===== src/hw/rtl/rpiv_pkg.sv =====
// Shared types and widths for the inverse-pose view matrix pipeline.
package rpiv_pkg;

    localparam int QW    = 16;
    localparam int PW    = 32;
    localparam int PRODW = 32;
    localparam int NMW   = 34;
    localparam int PHW   = 50;
    localparam int PLW   = 51;
    localparam int SHW   = 46;
    localparam int SLW   = 53;
    localparam int ROTW  = 16;
    localparam int TRW   = 32;
    localparam int IN_W  = 4 * QW + 3 * PW;
    localparam int OUT_W = 9 * ROTW + 3 * TRW;

    typedef struct packed {
        logic signed [PW-1:0] pos_z;
        logic signed [PW-1:0] pos_y;
        logic signed [PW-1:0] pos_x;
        logic signed [QW-1:0] quat_w;
        logic signed [QW-1:0] quat_z;
        logic signed [QW-1:0] quat_y;
        logic signed [QW-1:0] quat_x;
    } pose_t;

    typedef struct packed {
        logic signed [TRW-1:0]  trans_z;
        logic signed [TRW-1:0]  trans_y;
        logic signed [TRW-1:0]  trans_x;
        logic signed [ROTW-1:0] rot_22;
        logic signed [ROTW-1:0] rot_21;
        logic signed [ROTW-1:0] rot_20;
        logic signed [ROTW-1:0] rot_12;
        logic signed [ROTW-1:0] rot_11;
        logic signed [ROTW-1:0] rot_10;
        logic signed [ROTW-1:0] rot_02;
        logic signed [ROTW-1:0] rot_01;
        logic signed [ROTW-1:0] rot_00;
    } view_t;

    typedef struct packed {
        logic signed [PRODW-1:0] xx;
        logic signed [PRODW-1:0] yy;
        logic signed [PRODW-1:0] zz;
        logic signed [PRODW-1:0] ww;
        logic signed [PRODW-1:0] xy;
        logic signed [PRODW-1:0] xz;
        logic signed [PRODW-1:0] yz;
        logic signed [PRODW-1:0] wx;
        logic signed [PRODW-1:0] wy;
        logic signed [PRODW-1:0] wz;
        logic [2:0][PW-1:0]      pos;
    } prod_t;

    typedef struct packed {
        logic [2:0][2:0][NMW-1:0] nm;
        logic [2:0][NMW-1:0]      diag;
        logic [2:0][PW-1:0]       pos;
    } mat_t;

    typedef struct packed {
        logic [2:0][SHW-1:0]      sh;
        logic [2:0][SLW-1:0]      sl;
        logic [2:0][2:0][NMW-1:0] rot;
    } xsum_t;

endpackage


===== src/hw/rtl/rpiv_rot_mat.sv =====
// Stage 2: rotation matrix of the conjugate quaternion, homogeneous and unit forms.
module rpiv_rot_mat (
    input  logic               aclk,
    input  logic               aresetn,
    input  logic               in_valid,
    output logic               in_ready,
    input  rpiv_pkg::prod_t    in_data,
    output logic               out_valid,
    input  logic               out_ready,
    output rpiv_pkg::mat_t     out_data
);

    localparam logic signed [rpiv_pkg::NMW-1:0] ONE_Q28 = rpiv_pkg::NMW'(64'sd1 <<< 28);

    function automatic logic signed [rpiv_pkg::NMW-1:0] dbl_sum(
        input logic signed [rpiv_pkg::PRODW-1:0] a,
        input logic signed [rpiv_pkg::PRODW-1:0] b
    );
        logic signed [rpiv_pkg::NMW-1:0] s;
        s = rpiv_pkg::NMW'(a) + rpiv_pkg::NMW'(b);
        dbl_sum = s <<< 1;
    endfunction

    function automatic logic signed [rpiv_pkg::NMW-1:0] dbl_diff(
        input logic signed [rpiv_pkg::PRODW-1:0] a,
        input logic signed [rpiv_pkg::PRODW-1:0] b
    );
        logic signed [rpiv_pkg::NMW-1:0] s;
        s = rpiv_pkg::NMW'(a) - rpiv_pkg::NMW'(b);
        dbl_diff = s <<< 1;
    endfunction

    function automatic logic signed [rpiv_pkg::NMW-1:0] quad(
        input logic signed [rpiv_pkg::PRODW-1:0] a,
        input logic signed [rpiv_pkg::PRODW-1:0] b,
        input logic signed [rpiv_pkg::PRODW-1:0] c,
        input logic signed [rpiv_pkg::PRODW-1:0] d
    );
        quad = rpiv_pkg::NMW'(a) + rpiv_pkg::NMW'(b) - rpiv_pkg::NMW'(c)
             - rpiv_pkg::NMW'(d);
    endfunction

    logic           valid_reg;
    rpiv_pkg::mat_t data_reg;
    rpiv_pkg::mat_t data_next;

    always_comb begin
        data_next.nm[0][0] = quad(in_data.ww, in_data.xx, in_data.yy, in_data.zz);
        data_next.nm[0][1] = dbl_sum(in_data.xy, in_data.wz);
        data_next.nm[0][2] = dbl_diff(in_data.xz, in_data.wy);
        data_next.nm[1][0] = dbl_diff(in_data.xy, in_data.wz);
        data_next.nm[1][1] = quad(in_data.ww, in_data.yy, in_data.xx, in_data.zz);
        data_next.nm[1][2] = dbl_sum(in_data.yz, in_data.wx);
        data_next.nm[2][0] = dbl_sum(in_data.xz, in_data.wy);
        data_next.nm[2][1] = dbl_diff(in_data.yz, in_data.wx);
        data_next.nm[2][2] = quad(in_data.ww, in_data.zz, in_data.xx, in_data.yy);
        data_next.diag[0]  = ONE_Q28 - dbl_sum(in_data.yy, in_data.zz);
        data_next.diag[1]  = ONE_Q28 - dbl_sum(in_data.xx, in_data.zz);
        data_next.diag[2]  = ONE_Q28 - dbl_sum(in_data.xx, in_data.yy);
        data_next.pos      = in_data.pos;
    end

    assign in_ready  = !valid_reg || out_ready;
    assign out_valid = valid_reg;
    assign out_data  = data_reg;

    always_ff @(posedge aclk) begin
        if (!aresetn) begin
            valid_reg <= 1'b0;
        end else if (in_ready) begin
            valid_reg <= in_valid;
        end
    end

    always_ff @(posedge aclk) begin
        if (in_ready && in_valid) begin
            data_reg <= data_next;
        end
    end

endmodule


===== config.mk =====
export PLATFORM = sky130hd
export DESIGN_NAME = rpiv_rot_mat
export DESIGN_NICKNAME = d
export VERILOG_FILES = /design/src/hw/rtl/rpiv_pkg.sv /design/src/hw/rtl/rpiv_rot_mat.sv
export SDC_FILE = /design/constraint.sdc
export NUM_CORES = 2
export LEC_CHECK = 0
export BUFFER_PORTS_ARGS = -buffer_cell sky130_fd_sc_hd__buf_4
export CAP_MARGIN = 10
export CORE_AREA = 2 2 361 363
export CTS_BUF_LIST = sky130_fd_sc_hd__clkbuf_16
export CTS_CLUSTER_SIZE = 28
export DETAILED_ROUTE_END_ITERATION = 12
export DIE_AREA = 0 0 363 365
export PLACE_DENSITY = 0.63
export SLEW_MARGIN = 5
export SYNTH_ARGS = -nofsm -noshare
export SYNTH_HDL_FRONTEND = slang
export SYNTH_SLANG_ARGS = --single-unit
export TNS_END_PERCENT = 30

===== constraint.sdc =====
create_clock -name aclk -period 18.75 [get_ports aclk]
set_input_delay 4.6875 -clock aclk [delete_from_list [all_inputs] [get_ports aclk]]
set_output_delay 4.6875 -clock aclk [all_outputs]
set_load 0.1 [all_outputs]

==> flow_metrics.tcl <==
set metrics [dict create \
    drc 0 \
    wl_per_cell_um 23.7 \
    grt.total_usage 0.232 \
    die_h_um 365 \
    setup_slack_ns 8.87 \
    fillers 12500 \
    worstMarginPinSlew_ns 1.06 \
    clock_latency_ns 0.67 \
    hold_viol 0 \
    r2r_slack_ns 15.63 \
    syn_to_final_growth_pct 26.1 \
    firstDrtPassIters 5 \
    yosysWarnings 0 \
    fin_skew_ns 0.0259 \
    synth_most_common_cell "inv_1" \
    dieWidth_um 363 \
    combPwrFrac 0.539 \
    io_pins 926 \
    pwr-share-seq 0.251 \
    setup_violations 0 \
    numCtsBuffers 66 \
    r2r-end "out_data[216]$_DFFE_PP_" \
    layout.cells.non_filler 6759 \
    cellPowerDensity_mw_per_mm2 121 \
    post-route-util 0.412 \
    dp_hpwl_um 134000 \
    fin_nets 6130 \
    whs_ns 0.547 \
    drive_above_1_share 0.216 \
    dp_slack_ns 8.84 \
    r2r_start "out_valid$_SDFFE_PN0N_" \
    synth_area_leaders "edfxtp_1, ha_1, fa_1" \
    row_count 132 \
    vias_per_cell 5.13 \
    tns_ns 0 \
    grt_pass1_wl_um 224000 \
    required_ns 14.06 \
    final_area_mm2 0.0530 \
    ys.flop_type "edfxtp_1" \
    power.total_mw 6.42 \
    drt_iter0_drc 2962 \
    hold_end "out_valid$_SDFFE_PN0N_" \
    rsz0062_at_grt "false" \
    ant_nets 0 \
    core_mm2 0.129 \
    place_area_mm2 0.0507 \
    net-switching-power_mw 3.20 \
    cp-startpoint "out_ready" \
    cts_hold_buf 0 \
    num_vias 34700 \
    r2r_cells 4 \
    portBuffers 916 \
    hold_depth 2 \
    maxSlewHeadroom 0.295 \
    grt_max_degree 152 \
    synth-edff-count 492 \
    fmax_ghz 0.101 \
    initial_core_util 0.327 \
    placed_cells 6627 \
    hp-start "out_valid$_SDFFE_PN0N_" \
    synth.ff_latch_count 493 \
    routabilityCongestion 0.932 \
    fin_crit_ns 9.88 \
    outcome "finished, final reports clean" \
    synth.distinct_cells 96 \
    ys_seq_area_frac 0.352 \
    synth_top_area_frac 0.352 \
    wirelength_um 160000 \
    ir_worst_vdd_mv 0.152 \
    cp-start-kind "input pin" \
    synth_area_mm2 0.0420 \
    syn_inst 4117 \
    cts-resized-gates 0 \
    root_buffer "clkbuf_16" \
    post_cts.repair.setup_buffers 0 \
    clk_pin_slew_worst_paths_ns 0.06 \
    hp-class "register to register" \
    synthTopCellsByCount "inv_1, edfxtp_1, ha_1, a21oi_1, xnor2_1" \
    internal_power_mw 3.23 \
    finalMaxSlewViolations 0 \
    switching_share 0.498 \
    critPathMaxFanout 3 \
    grt_remaining_overflow 0 \
    avgSynthCellArea_um2 10.2 \
    crit_type "input pin to output pin" \
    synthArstFlopShare 0 \
    leakagePower_nw 23.9 \
    synth_largest_area_cell "edfxtp_1" \
    min_period_over_period 0.527 \
    p_clk_frac 0.210 \
    h-tree-depth 3 \
    maxCapViolCount 0 \
    arrival_ns 5.19 \
    clockBufferDepth 3 \
    cts_tree "done" \
    critPathCaptureType "output pin" \
    dieArea_mm2 0.132 \
    antenna_found_initial 36 \
    cts_sinks 493 \
    grt_pass1_vias 33500 \
]
-- sequential cells by signal (all words and copies together), names as in the netlist --
signal	count
out_valid	1
out_data	492
-- cells in the final DEF, fill, tap and decap left out, types with 20 or more instances in the layout --
cell / n
a21o_1: 128
a211oi_1: 32
fa_1: 204
nand3_1: 69
or2_2: 23
o31ai_1: 20
clkbuf_16: 66
a31oi_1: 28
inv_1: 582
o21ai_0: 138
xnor2_1: 292
o21bai_1: 67
nor3_1: 98
nor2_1: 271
a21oi_1: 307
edfxtp_1: 492
nand2b_1: 44
xor2_1: 115
or3_1: 21
and2_1: 26
and3_1: 26
nand2_1: 144
nand4_1: 25
nor2b_1: 50
ha_1: 486
buf_4: 927
o21a_1: 38
-- power by group through the flow --
stage	registers, mW	logic, mW	clock network (mW)
6_report	1.62	3.46	1.35
5_1_grt	1.63	3.66	1.42
4_1_cts	1.62	3.46	1.39
3_5_place_dp	1.63	3.45	0
3_3_place_gp	1.63	3.43	0
2_1_floorplan	3.00	1.20	0
-- how the worst max path moves through the flow --
stage                     slack (ns)  depth (start not counted)                 endpoint
after floorplan                 1.18                          2    out_data[0]$_DFFE_PP_
after global routing            8.85                          3                 in_ready
final                           8.87                          3                 in_ready
after CTS                       8.87                          3                 in_ready
after detailed placement        8.84                         20  out_data[502]$_DFFE_PP_
after global placement          8.78                         20  out_data[502]$_DFFE_PP_
-- cell families (layout without fill, tap and decap cells) --
kind of cell / Yosys count / after routing / synth area share
buffers and inverters: 675 / 1620 / 0.0617
adder cells (fa/ha/maj): 690 / 690 / 0.242
multiplexers: 6 / 6 / 0.00143
AO/OA/AOI/OAI: 969 / 969 / 0.153
AND/OR/NAND/NOR: 876 / 876 / 0.105
flip-flops: 493 / 493 / 0.352
XOR/XNOR: 407 / 407 / 0.0848
other: 1 / 23 / 0.0000892
-- routing by layer --
metal / wire, um / GRT usage
met5: 219 / 0
met4: 5680 / 0.0860
met3: 14900 / 0.0689
met2: 74100 / 0.376
met1: 65000 / 0.292
-- area by class of cell --
cell class	instances	area (um^2)	area share
clock buffer	66	1650	0.0312
tap	1675	2100	0.0395
antenna	14	35.0	0.000661
sequential	493	14800	0.279
clock inverter	52	632	0.0119
multi-input combinational	2957	24700	0.465
inverter	574	2150	0.0406
timing repair buffer	928	6980	0.132
-- worst max-delay path: stages --
cell and delay (ns):
buf_4 0.11, nand2b_1 0.15, buf_4 0.24
(Power assumes the default switching activity.)
