`config.mk`:
```
export PLATFORM = sky130hd
export DESIGN_NAME = rpiv_out_fmt
export DESIGN_NICKNAME = d
export VERILOG_FILES = /design/src/hw/rtl/rpiv_pkg.sv /design/src/hw/rtl/rpiv_out_fmt.sv
export SDC_FILE = /design/constraint.sdc
export NUM_CORES = 1
export LEC_CHECK = 0
export ABC_AREA = 0
export CORE_AREA = 5 5 323 325
export CTS_BUF_LIST = sky130_fd_sc_hd__clkbuf_4
export DETAILED_ROUTE_END_ITERATION = 7
export DIE_AREA = 0 0 328 330
export DONT_BUFFER_PORTS = 1
export SYNTH_ARGS = -nofsm -noshare
export SYNTH_HDL_FRONTEND = slang
export SYNTH_SLANG_ARGS = --single-unit
```
`constraint.sdc`:
```
create_clock -name aclk -period 7 [get_ports aclk]
set_input_delay 0.7 -clock aclk [delete_from_list [all_inputs] [get_ports aclk]]
set_output_delay 0.7 -clock aclk [all_outputs]
set_load 0.02 [all_outputs]
```
`src/hw/rtl/rpiv_pkg.sv`:
```
// Shared types and widths for the inverse-pose view matrix pipeline.
package rpiv_pkg;

    localparam int QW    = 16;
    localparam int PW    = 32;
    localparam int PRODW = 32;
    localparam int NMW   = 34;
    localparam int PHW   = 50;
    localparam int PLW   = 51;
    localparam int SHW   = 46;
    localparam int SLW   = 53;
    localparam int ROTW  = 16;
    localparam int TRW   = 32;
    localparam int IN_W  = 4 * QW + 3 * PW;
    localparam int OUT_W = 9 * ROTW + 3 * TRW;

    typedef struct packed {
        logic signed [PW-1:0] pos_z;
        logic signed [PW-1:0] pos_y;
        logic signed [PW-1:0] pos_x;
        logic signed [QW-1:0] quat_w;
        logic signed [QW-1:0] quat_z;
        logic signed [QW-1:0] quat_y;
        logic signed [QW-1:0] quat_x;
    } pose_t;

    typedef struct packed {
        logic signed [TRW-1:0]  trans_z;
        logic signed [TRW-1:0]  trans_y;
        logic signed [TRW-1:0]  trans_x;
        logic signed [ROTW-1:0] rot_22;
        logic signed [ROTW-1:0] rot_21;
        logic signed [ROTW-1:0] rot_20;
        logic signed [ROTW-1:0] rot_12;
        logic signed [ROTW-1:0] rot_11;
        logic signed [ROTW-1:0] rot_10;
        logic signed [ROTW-1:0] rot_02;
        logic signed [ROTW-1:0] rot_01;
        logic signed [ROTW-1:0] rot_00;
    } view_t;

    typedef struct packed {
        logic signed [PRODW-1:0] xx;
        logic signed [PRODW-1:0] yy;
        logic signed [PRODW-1:0] zz;
        logic signed [PRODW-1:0] ww;
        logic signed [PRODW-1:0] xy;
        logic signed [PRODW-1:0] xz;
        logic signed [PRODW-1:0] yz;
        logic signed [PRODW-1:0] wx;
        logic signed [PRODW-1:0] wy;
        logic signed [PRODW-1:0] wz;
        logic [2:0][PW-1:0]      pos;
    } prod_t;

    typedef struct packed {
        logic [2:0][2:0][NMW-1:0] nm;
        logic [2:0][NMW-1:0]      diag;
        logic [2:0][PW-1:0]       pos;
    } mat_t;

    typedef struct packed {
        logic [2:0][SHW-1:0]      sh;
        logic [2:0][SLW-1:0]      sl;
        logic [2:0][2:0][NMW-1:0] rot;
    } xsum_t;

endpackage

```
`src/hw/rtl/rpiv_out_fmt.sv`:
```
// Stage 5: rounding, negation of the translation and saturation into the output register.
module rpiv_out_fmt (
    input  logic               aclk,
    input  logic               aresetn,
    input  logic               in_valid,
    output logic               in_ready,
    input  rpiv_pkg::xsum_t    in_data,
    output logic               out_valid,
    input  logic               out_ready,
    output rpiv_pkg::view_t    out_data
);

    localparam int RSUMW = rpiv_pkg::NMW + 1;
    localparam int RQW   = RSUMW - 14;
    localparam int TSUMW = 64;
    localparam int TQW   = TSUMW - 28;

    function automatic logic signed [rpiv_pkg::ROTW-1:0] fmt_rot(
        input logic signed [rpiv_pkg::NMW-1:0] v
    );
        logic signed [RSUMW-1:0] s;
        logic signed [RQW-1:0]   q;
        s = RSUMW'(v) + RSUMW'(64'sd1 <<< 13);
        q = RQW'(s >>> 14);
        if (q > RQW'(16'sh7FFF)) begin
            fmt_rot = 16'sh7FFF;
        end else if (q < -RQW'(17'sh08000)) begin
            fmt_rot = -16'sh8000;
        end else begin
            fmt_rot = q[rpiv_pkg::ROTW-1:0];
        end
    endfunction

    function automatic logic signed [rpiv_pkg::TRW-1:0] fmt_trans(
        input logic signed [rpiv_pkg::SHW-1:0] sh,
        input logic signed [rpiv_pkg::SLW-1:0] sl
    );
        logic signed [TSUMW-1:0] t;
        logic signed [TQW-1:0]   q;
        t = (TSUMW'(sh) <<< 16) + TSUMW'(sl);
        t = -t + TSUMW'(64'sd1 <<< 27);
        q = TQW'(t >>> 28);
        if (q > TQW'(32'sh7FFFFFFF)) begin
            fmt_trans = 32'sh7FFFFFFF;
        end else if (q < -TQW'(33'sh080000000)) begin
            fmt_trans = -32'sh80000000;
        end else begin
            fmt_trans = q[rpiv_pkg::TRW-1:0];
        end
    endfunction

    logic            valid_reg;
    rpiv_pkg::view_t data_reg;
    rpiv_pkg::view_t data_next;

    always_comb begin
        data_next.rot_00  = fmt_rot(in_data.rot[0][0]);
        data_next.rot_01  = fmt_rot(in_data.rot[0][1]);
        data_next.rot_02  = fmt_rot(in_data.rot[0][2]);
        data_next.rot_10  = fmt_rot(in_data.rot[1][0]);
        data_next.rot_11  = fmt_rot(in_data.rot[1][1]);
        data_next.rot_12  = fmt_rot(in_data.rot[1][2]);
        data_next.rot_20  = fmt_rot(in_data.rot[2][0]);
        data_next.rot_21  = fmt_rot(in_data.rot[2][1]);
        data_next.rot_22  = fmt_rot(in_data.rot[2][2]);
        data_next.trans_x = fmt_trans(in_data.sh[0], in_data.sl[0]);
        data_next.trans_y = fmt_trans(in_data.sh[1], in_data.sl[1]);
        data_next.trans_z = fmt_trans(in_data.sh[2], in_data.sl[2]);
    end

    assign in_ready  = !valid_reg || out_ready;
    assign out_valid = valid_reg;
    assign out_data  = data_reg;

    always_ff @(posedge aclk) begin
        if (!aresetn) begin
            valid_reg <= 1'b0;
        end else if (in_ready) begin
            valid_reg <= in_valid;
        end
    end

    always_ff @(posedge aclk) begin
        if (in_ready && in_valid) begin
            data_reg <= data_next;
        end
    end

endmodule

```
==> results of run 1 <==
-- synth_stat cells (6+ instances only) --
library cell	count	area [µm²]
o21ai_0	233	1166
and4_1	14	122.6
o31ai_1	9	67.56
nor2b_1	12	75.07
clkbuf_1	67	251.5
o21bai_1	34	255.2
a31oi_1	26	162.7
nand2b_1	16	100.1
ha_1	333	4167
or3_1	9	56.30
xnor2_1	102	893.4
a211oi_1	18	135.1
o2111ai_1	7	61.31
nand3b_1	9	67.56
edfxtp_1	240	7207
a21boi_0	11	82.58
nor2_1	151	566.8
a21oi_1	207	1036
buf_2	20	100.1
nor3_1	40	200.2
o21a_1	27	202.7
o211ai_1	25	187.7
o221ai_1	7	61.31
nand3_1	111	555.5
inv_1	349	1310
nor4_1	16	100.1
xor2_1	132	1156
and3_1	47	294.0
o22ai_1	14	87.58
nand2_1	243	912.1
nand4_1	72	450.4
and2_1	18	112.6
o21ai_1	76	380.4
a22oi_1	6	45.04
a41oi_1	11	96.34
a21o_1	100	750.7
-- cell type report --
cell class | count | area, µm²
sequential | 241 | 7227
antenna | 9 | 22.52
fill | 10840 | 73780
inverter | 349 | 1310
tap | 1368 | 1712
clock buffer | 100 | 750.7
timing repair buffer | 38 | 370.4
clock inverter | 34 | 252.7
multi-input combinational | 2242 | 15730
-- stage by stage --
stage	hold slack (ns)	worst slack, ns	std cells	total power, µW	area [µm²]
after global placement	0.8093	1.826	4209	3938	26060
after floorplan	0.7495	2.608	2923	3363	24590
after global routing	0.03207	2.432	4376	5862	27370
after detailed placement	0.8139	1.785	4209	3933	26060
after CTS	0.001447	2.754	4372	5569	27360
final	0.1559	2.599	4381	5491	27380
-- sequential cells by signal (all words and copies together) (netlist names) --
name,count
out_data,240
out_valid,1
-- cells by family after synthesis --
family	synth area share
DFF	0.2939
adders and majority gates	0.1694
xor gates and xnor gates	0.08334
muxes	0.001323
and+or+nand+nor	0.1566
buffers and inverters	0.06924
AOI/OAI and AO/OA	0.2263
-- power breakdown --
part	switching [µW]	internal [µW]	total, µW
sequential	330	1820	2150
combinational	1120	662	1790
clock	736	820	1560
total	2190	3300	5490
-- worst max path at each step --
stage | depth (start not counted) | start | slack, ns | to
after floorplan | 2 | out_ready | 2.61 | out_data[0]$_SDFFCE_PN1P_
after global placement | 13 | in_data[432] | 1.83 | out_data[210]$_SDFFCE_PN1P_
after detailed placement | 13 | in_data[430] | 1.78 | out_data[210]$_SDFFCE_PN1P_
after CTS | 13 | in_data[430] | 2.75 | out_data[210]$_SDFFCE_PN1P_
after global routing | 13 | in_data[430] | 2.43 | out_data[210]$_SDFFCE_PN1P_
final | 14 | in_data[389] | 2.60 | out_data[199]$_SDFFCE_PN1P_
-- tightest hold or removal path, cell delays in order --
cell     delay [ns]
nand4_1        0.05
nand2_1        0.07
inv_1          0.05
-- metal layers --
metal	vias to the layer above	track usage	part of all wire
met5	-	0	0.0015
met4	20	0.05069	0.028
met3	160	0.06433	0.10
met2	851	0.2867	0.47
met1	10490	0.1997	0.40
li1	10720	-	-
==> summary.txt, run 1 <==
Critical path
  – Slowest cell on crit path: a41oi_2
  – Worst-case reg-to-reg path depth: 3
  – WP buf/inv: 2
  – RR Endpoint: out_data[182]$_SDFFCE_PN1P_
  – CP cell instances: inv_1 -> ha_1 -> ha_1 -> nand4_1 -> nor4_1 -> and3_1 -> a311o_1 -> nor4_4 -> o21ai_1 -> a21oi_1 -> a32o_1 -> a41oi_2 -> buf_4 -> a21o_1
  – Crit path max-delay family: compound AO/OA/AOI/OAI gates
  – Worst Setup Start Kind: primary input
  – CP endpoint kind: flop
  – CP peak stage delay: 0.71 ns
  – Arrival @ worst endpoint: 5.07 ns
  – Worst setup path category: in -> reg
  – Req. time, crit path: 7.67 ns
  – CP Max Fanout: 20
  – Critical R2R Launch: out_valid$_SDFFE_PN0N_
  – Worst R2R Setup Slack: 4.25 ns
  – Most common cell on crit path: ha_1

Route
  – DRC: 0
  – Post-route ant nets: 0
  – WL/cell: 22.09 µm
  – Routed wire length: 96,780 µm
  – Via count: 22,250
  – Initial DRC count: 1,296
  – Drt pass-1 iters: 5
  – Via-to-Cell Ratio: 5.078

Yosys
  – Distinct cells, synth: 88
  – Synthesis Warnings: 0
  – Post-synthesis cell area: 24,590 µm²
  – Cells after synthesis: 2,923
  – Number of synthesized register bits: 241
  – Synth async-reset ratio: 0
  – Number of synthesized flops with an enable pin: 240
  – Post-synthesis area per instance: 8.413 µm²
  – Post-synthesis sequential area ratio: 0.2939
  – Net Count, Synth: 3,863
  – Ys flop type: edfxtp_1

Layout
  – Most frequent cells in the layout: inv_1 (349), ha_1 (333), nand2_1 (243)
  – Core Util, Final: 0.2706
  – Final-stage net count: 3,888
  – Layout cells sized above 1: 0.05360
  – Area growth syn-to-layout: 11.33%
  – Commonest non-fill, non-tap cell in the layout: inv_1

Timing
  – Crit share post-route: 0.6286
  – Worst slew margin: 0.2510
  – Setup TNS: 0 ns
  – Final setup vio count: 0
  – Final Skew: 0.04576 ns
  – Final critical delay including setup and external delays: 4.401 ns
  – RSZ-0062 raised after global routing: no
  – Worst-Margin Slew: 1.118 ns
  – Final Hold Vio Count: 0
  – Max Clk Rate: 227.2 MHz
  – Max-slew violation count: 0

Clock tree
  – TritonCTS Buffers: 76
  – Post-CTS Hold Fix Bufs: 29
  – CTS sink cnt: 241
  – Worst-path clk slew: 0.06 ns
  – Post_cts resized: 0
  – CTS Buffer Depth: 3
  – Postcts setup bufs: 0
  – Worst-Skew Late Latency: 0.81 ns
  – Clk root buf: clkbuf_4
  – CTS tree: built
  – CTS H-tree lvls: 3

Global route
  – First-pass GRT wire length: 139,100 µm
  – Largest net degree at the start of global routing: 124
  – Vias in the first global route: 21,890
  – GRT Total Usage: 0.1691
  – Gr ovfl total: 0
  – Initial antenna violation count: 17

Floorplanning
  – Starting density of the core: 0.2431
  – Io pins: 849
  – Die area: 108,200 µm²
  – Placeable core area: 101,200 µm²
  – Die Y: 330 µm
  – Row count: 117
  – Die Wd: 328 µm

Job
  – Max_cap viols: 0

Hold path
  – Worst Hold Path Cells: 3
  – Min-delay src: in_data[168]
  – HP Class: in -> reg
  – Worst Hold End: out_data[79]$_SDFFCE_PN0P_

Power and ir drop
  – Peak supply drop: 0.1505 mV
  – LEAKAGE: 0.01151 µW
  – Cell Pwr Density: 200.6 nW/µm²

Place
  – RD Place Congestion: 0.9581
  – Dpl hpwl: 80,990 µm
  – IO Port Bufs: 0

Outcome
  – Status: finished clean
Note: power is estimated with default switching activity, not from simulation.
==> run 2, diff against run 1 <==
--- a/config.mk
+++ b/config.mk
@@ -5,11 +5,11 @@
 export SDC_FILE = /design/constraint.sdc
 export NUM_CORES = 1
 export LEC_CHECK = 0
-export ABC_AREA = 0
-export CORE_AREA = 5 5 323 325
+export ABC_AREA = 1
+export CORE_AREA = 5 5 329 331
 export CTS_BUF_LIST = sky130_fd_sc_hd__clkbuf_4
 export DETAILED_ROUTE_END_ITERATION = 7
-export DIE_AREA = 0 0 328 330
+export DIE_AREA = 0 0 334 336
 export DONT_BUFFER_PORTS = 1
 export SYNTH_ARGS = -nofsm -noshare
 export SYNTH_HDL_FRONTEND = slang
==> constraint.sdc (replaced) <==
create_clock -name aclk -period 4.53 [get_ports aclk]
set_input_delay 0.453 -clock aclk [delete_from_list [all_inputs] [get_ports aclk]]
set_output_delay 0.453 -clock aclk [all_outputs]
set_load 0.02 [all_outputs]
==> summary.txt, run 2 <==
Route
  – WL/cell: 18.05 µm (was 22.09 µm)
  – Via count: 32,170 (was 22,250)
  – Post-route ant nets: 0 (unchanged)
  – Routed wire length: 122,100 µm (was 96,780 µm)
  – Drt pass-1 iters: 8 (was 5)
  – Initial DRC count: 2,134 (was 1,296)
  – Via-to-Cell Ratio: 4.755 (was 5.078)
  – DRC: 0 (unchanged)

Layout
  – Final-stage net count: 6,240 (was 3,888)
  – # fillers: 11,470 (was 10,840)
  – Core Util, Final: 0.3488 (was 0.2706)
  – Commonest non-fill, non-tap cell in the layout: nand2_1 (was inv_1)
  – Layout cells sized above 1: 0.03733 (was 0.05360)
  – Max reg flops: 240 (unchanged)
  – Area growth syn-to-layout: 19.50% (was 11.33%)
  – Most frequent cells in the layout: nand2_1 (1,740), inv_1 (1,044), nor2_1 (444) (was inv_1 (349), ha_1 (333), nand2_1 (243))

Clock tree
  – Worst-Skew Late Latency: 0.87 ns (was 0.81 ns)
  – TritonCTS Buffers: 76 (unchanged)
  – CTS H-tree lvls: 3 (unchanged)
  – Worst-path clk slew: 0.06 ns (about the same)
  – Clk root buf: clkbuf_4 (unchanged)
  – Postcts setup bufs: 0 (unchanged)
  – CTS tree: built (unchanged)
  – CTS Buffer Depth: 3 (unchanged)
  – CTS sink cnt: 241 (unchanged)

Power and ir drop
  – LEAKAGE: 0.01900 µW (was 0.01151 µW)
  – Cell Pwr Density: 252.6 nW/µm² (was 200.6 nW/µm²)
  – Final Power: 9236 µW (was 5491 µW)
  – Peak supply drop: 0.1960 mV (was 0.1505 mV)

Yosys
  – Distinct cells, synth: 49 (was 88)
  – Synthesis Warnings: 0 (unchanged)
  – Synth top area share: 0.2355 (was 0.2931)
  – Post-synthesis sequential area ratio: 0.2362 (was 0.2939)
  – Post-synth top cells: nand2_1 (1,740), inv_1 (1,046), nor2_1 (444) (was inv_1 (349), ha_1 (333), nand2_1 (243))
  – Post-synthesis area per instance: 6.228 µm² (was 8.413 µm²)
  – Ys flop type: edfxtp_1 (unchanged)
  – Number of synthesized register bits: 241 (unchanged)
  – Synth async-reset ratio: 0 (unchanged)
  – Number of synthesized flops with an enable pin: 240 (unchanged)
  – Area contributors post-synth: edfxtp_1 (24%), nand2_1 (21%), ha_1 (14%) (was edfxtp_1 (29%), ha_1 (17%), inv_1 (5.3%))
  – Most numerous cell in the Yosys netlist: nand2_1 (was inv_1)
  – Cells after synthesis: 4,913 (was 2,923)
  – Most area-hungry cell type in the Yosys netlist: edfxtp_1 (unchanged)
  – Net Count, Synth: 5,853 (was 3,863)
  – Post-synthesis cell area: 30,600 µm² (was 24,590 µm²)

Floorplanning
  – Die Y: 336 µm (was 330 µm)
  – Io pins: 849 (unchanged)
  – Placeable core area: 104,800 µm² (was 101,200 µm²)
  – Starting density of the core: 0.2919 (was 0.2431)
  – Row count: 119 (was 117)
  – Die area: 112,200 µm² (was 108,200 µm²)
  – Die Wd: 334 µm (was 328 µm)

Critical path
  – Worst R2R Setup Slack: 2.38 ns (was 4.25 ns)
  – Slowest cell on crit path: dlygate4sd3_1 (was a41oi_2)
  – Arrival @ worst endpoint: 3.96 ns (was 5.07 ns)
  – Req. time, crit path: 5.16 ns (was 7.67 ns)
  – CP cell instances: dlygate4sd3_1 -> inv_1 -> nor3_4 -> nand3_2 -> or2_4 -> nor2_4 -> nand2_2 -> xor2_1 -> nor2_2 -> nand3b_1 -> nand2_2 -> nand2_1 -> dlygate4sd3_1 -> nand2_1 -> dlygate4sd3_1 (was inv_1 -> ha_1 -> ha_1 -> nand4_1 -> nor4_1 -> and3_1 -> a311o_1 -> nor4_4 -> o21ai_1 -> a21oi_1 -> a32o_1 -> a41oi_2 -> buf_4 -> a21o_1)
  – Critical path destination: out_data[138]$_SDFFCE_PN1P_ (was out_data[199]$_SDFFCE_PN1P_)
  – Worst setup path category: in -> reg (unchanged)
  – CP Max Fanout: 15 (was 20)
  – Crit path depth: 15 (was 14)
  – Critical R2R Launch: out_valid$_SDFFE_PN0N_ (unchanged)
  – RR Endpoint: out_data[45]$_SDFFCE_PN1P_ (was out_data[182]$_SDFFCE_PN1P_)
  – Setup crit start: in_data[289] (was in_data[389])
  – CP peak stage delay: 0.62 ns (was 0.71 ns)
  – Worst-case reg-to-reg path depth: 2 (was 3)
  – Worst Setup Start Kind: primary input (unchanged)
  – Crit path max-delay family: buffers and inverters (was compound AO/OA/AOI/OAI gates)
  – CP endpoint kind: flop (unchanged)
  – WP buf/inv: 4 (was 2)
  – Most common cell on crit path: dlygate4sd3_1 (was ha_1)

Timing
  – Crit share post-route: 0.7355
  – Final Hold Vio Count: 0 (unchanged)
  – Final setup vio count: 0 (unchanged)
  – Final setup margin: 1.198 ns (was 2.599 ns)
  – Max-slew violation count: 0 (unchanged)
  – Worst-Margin Slew: 1.112 ns (was 1.118 ns)
  – Setup TNS: 0 ns (unchanged)
  – Max Clk Rate: 300.1 MHz
  – Final Skew: 0.08246 ns (was 0.04576 ns)
  – RSZ-0062 raised after global routing: no (unchanged)
  – Worst slew margin: 0.2539 (was 0.2510)
  – Hold slack: 0.1509 ns (was 0.1559 ns)
  – Final critical delay including setup and external delays: 3.332 ns

Global route
  – GRT Total Usage: 0.2074 (was 0.1691)
  – Gr ovfl total: 0 (unchanged)
  – First-pass GRT wire length: 181,800 µm (was 139,100 µm)
  – Vias in the first global route: 31,370 (was 21,890)
  – Largest net degree at the start of global routing: 100 (was 124)
  – Initial antenna violation count: 18 (was 17)

Job
  – Max_cap viols: 0 (unchanged)

Place
  – IO Port Bufs: 0 (unchanged)
  – Dpl hpwl: 99,080 µm (was 80,990 µm)
  – Pre-CTS setup slack: 0.7318 ns (was 1.785 ns)
  – RD Place Congestion: 0.9952 (was 0.9581)

Outcome
  – Status: finished clean (unchanged)

Hold path
  – HP Class: in -> reg (unchanged)
run 2: through the flow:
step	instance area, µm²	instances
finish	36570	6764
global route	36560	6760
CTS	36530	6748
detailed placement	32230	6281
global placement	32230	6281
floorplan	30620	4913
run 2: worst register-to-register path: stages (launching register included):
cell	delay, ns
dfxtp_4	0.40
a21oi_4	0.35
dlygate4sd3_1	1.02
run 2: final cells by class:
type,instances,area [µm²],share of cell area
well taps,1391,1740,0.04760
clock inverters,38,245.2,0.006707
multi-input cells,3582,19170,0.5244
clock buffers,97,728.2,0.01991
diodes,16,40.04,0.001095
flip-flops and latches,241,7231,0.1977
inverters,1054,3961,0.1083
repair buffers,345,3446,0.09423
run 2: worst min path at each step:
stage                             from                          end  slack (ns)  cells after the start
after floorplan                aresetn       out_valid$_SDFFE_PN0N_        0.60                      1
after global placement         aresetn       out_valid$_SDFFE_PN0N_        0.60                      1
after detailed placement       aresetn       out_valid$_SDFFE_PN0N_        0.61                      1
after CTS                 in_data[287]  out_data[135]$_SDFFCE_PN1P_      0.0002                      6
after global routing      in_data[267]  out_data[118]$_SDFFCE_PN1P_        0.08                      4
final                     in_data[255]  out_data[117]$_SDFFCE_PN1P_        0.15                      5
run 2: cells by family after synthesis:
kind of cell,after synthesis,share of synthesized area
and+or+nand+nor,2657,0.3575
buffers and inverters,1090,0.1376
AOI/OAI and AO/OA,358,0.06563
DFF,241,0.2362
xor gates and xnor gates,234,0.06698
adders and majority gates,333,0.1362
run 2: where the power goes:
part | internal (µW) | total, µW | switching, µW
Combinational | 1260 | 3600 | 2340
Clock | 1150 | 2350 | 1210
Sequential | 2820 | 3280 | 462
Total | 5230 | 9240 | 4010
run 2: what timing repair did:
item	in CTS	in global routing
hold endpoints to repair	169	0
hold buffers	332	0
resized for setup	0	0
run 2: layer usage:
layer / up-vias / track usage / routed length (µm)
li1: 16080 / - / -
met1: 14460 / 0.2503 / 49960
met2: 1332 / 0.3489 / 55770
met3: 286 / 0.05959 / 11210
met4: 8 / 0.08366 / 5113
met5: - / 0 / 51
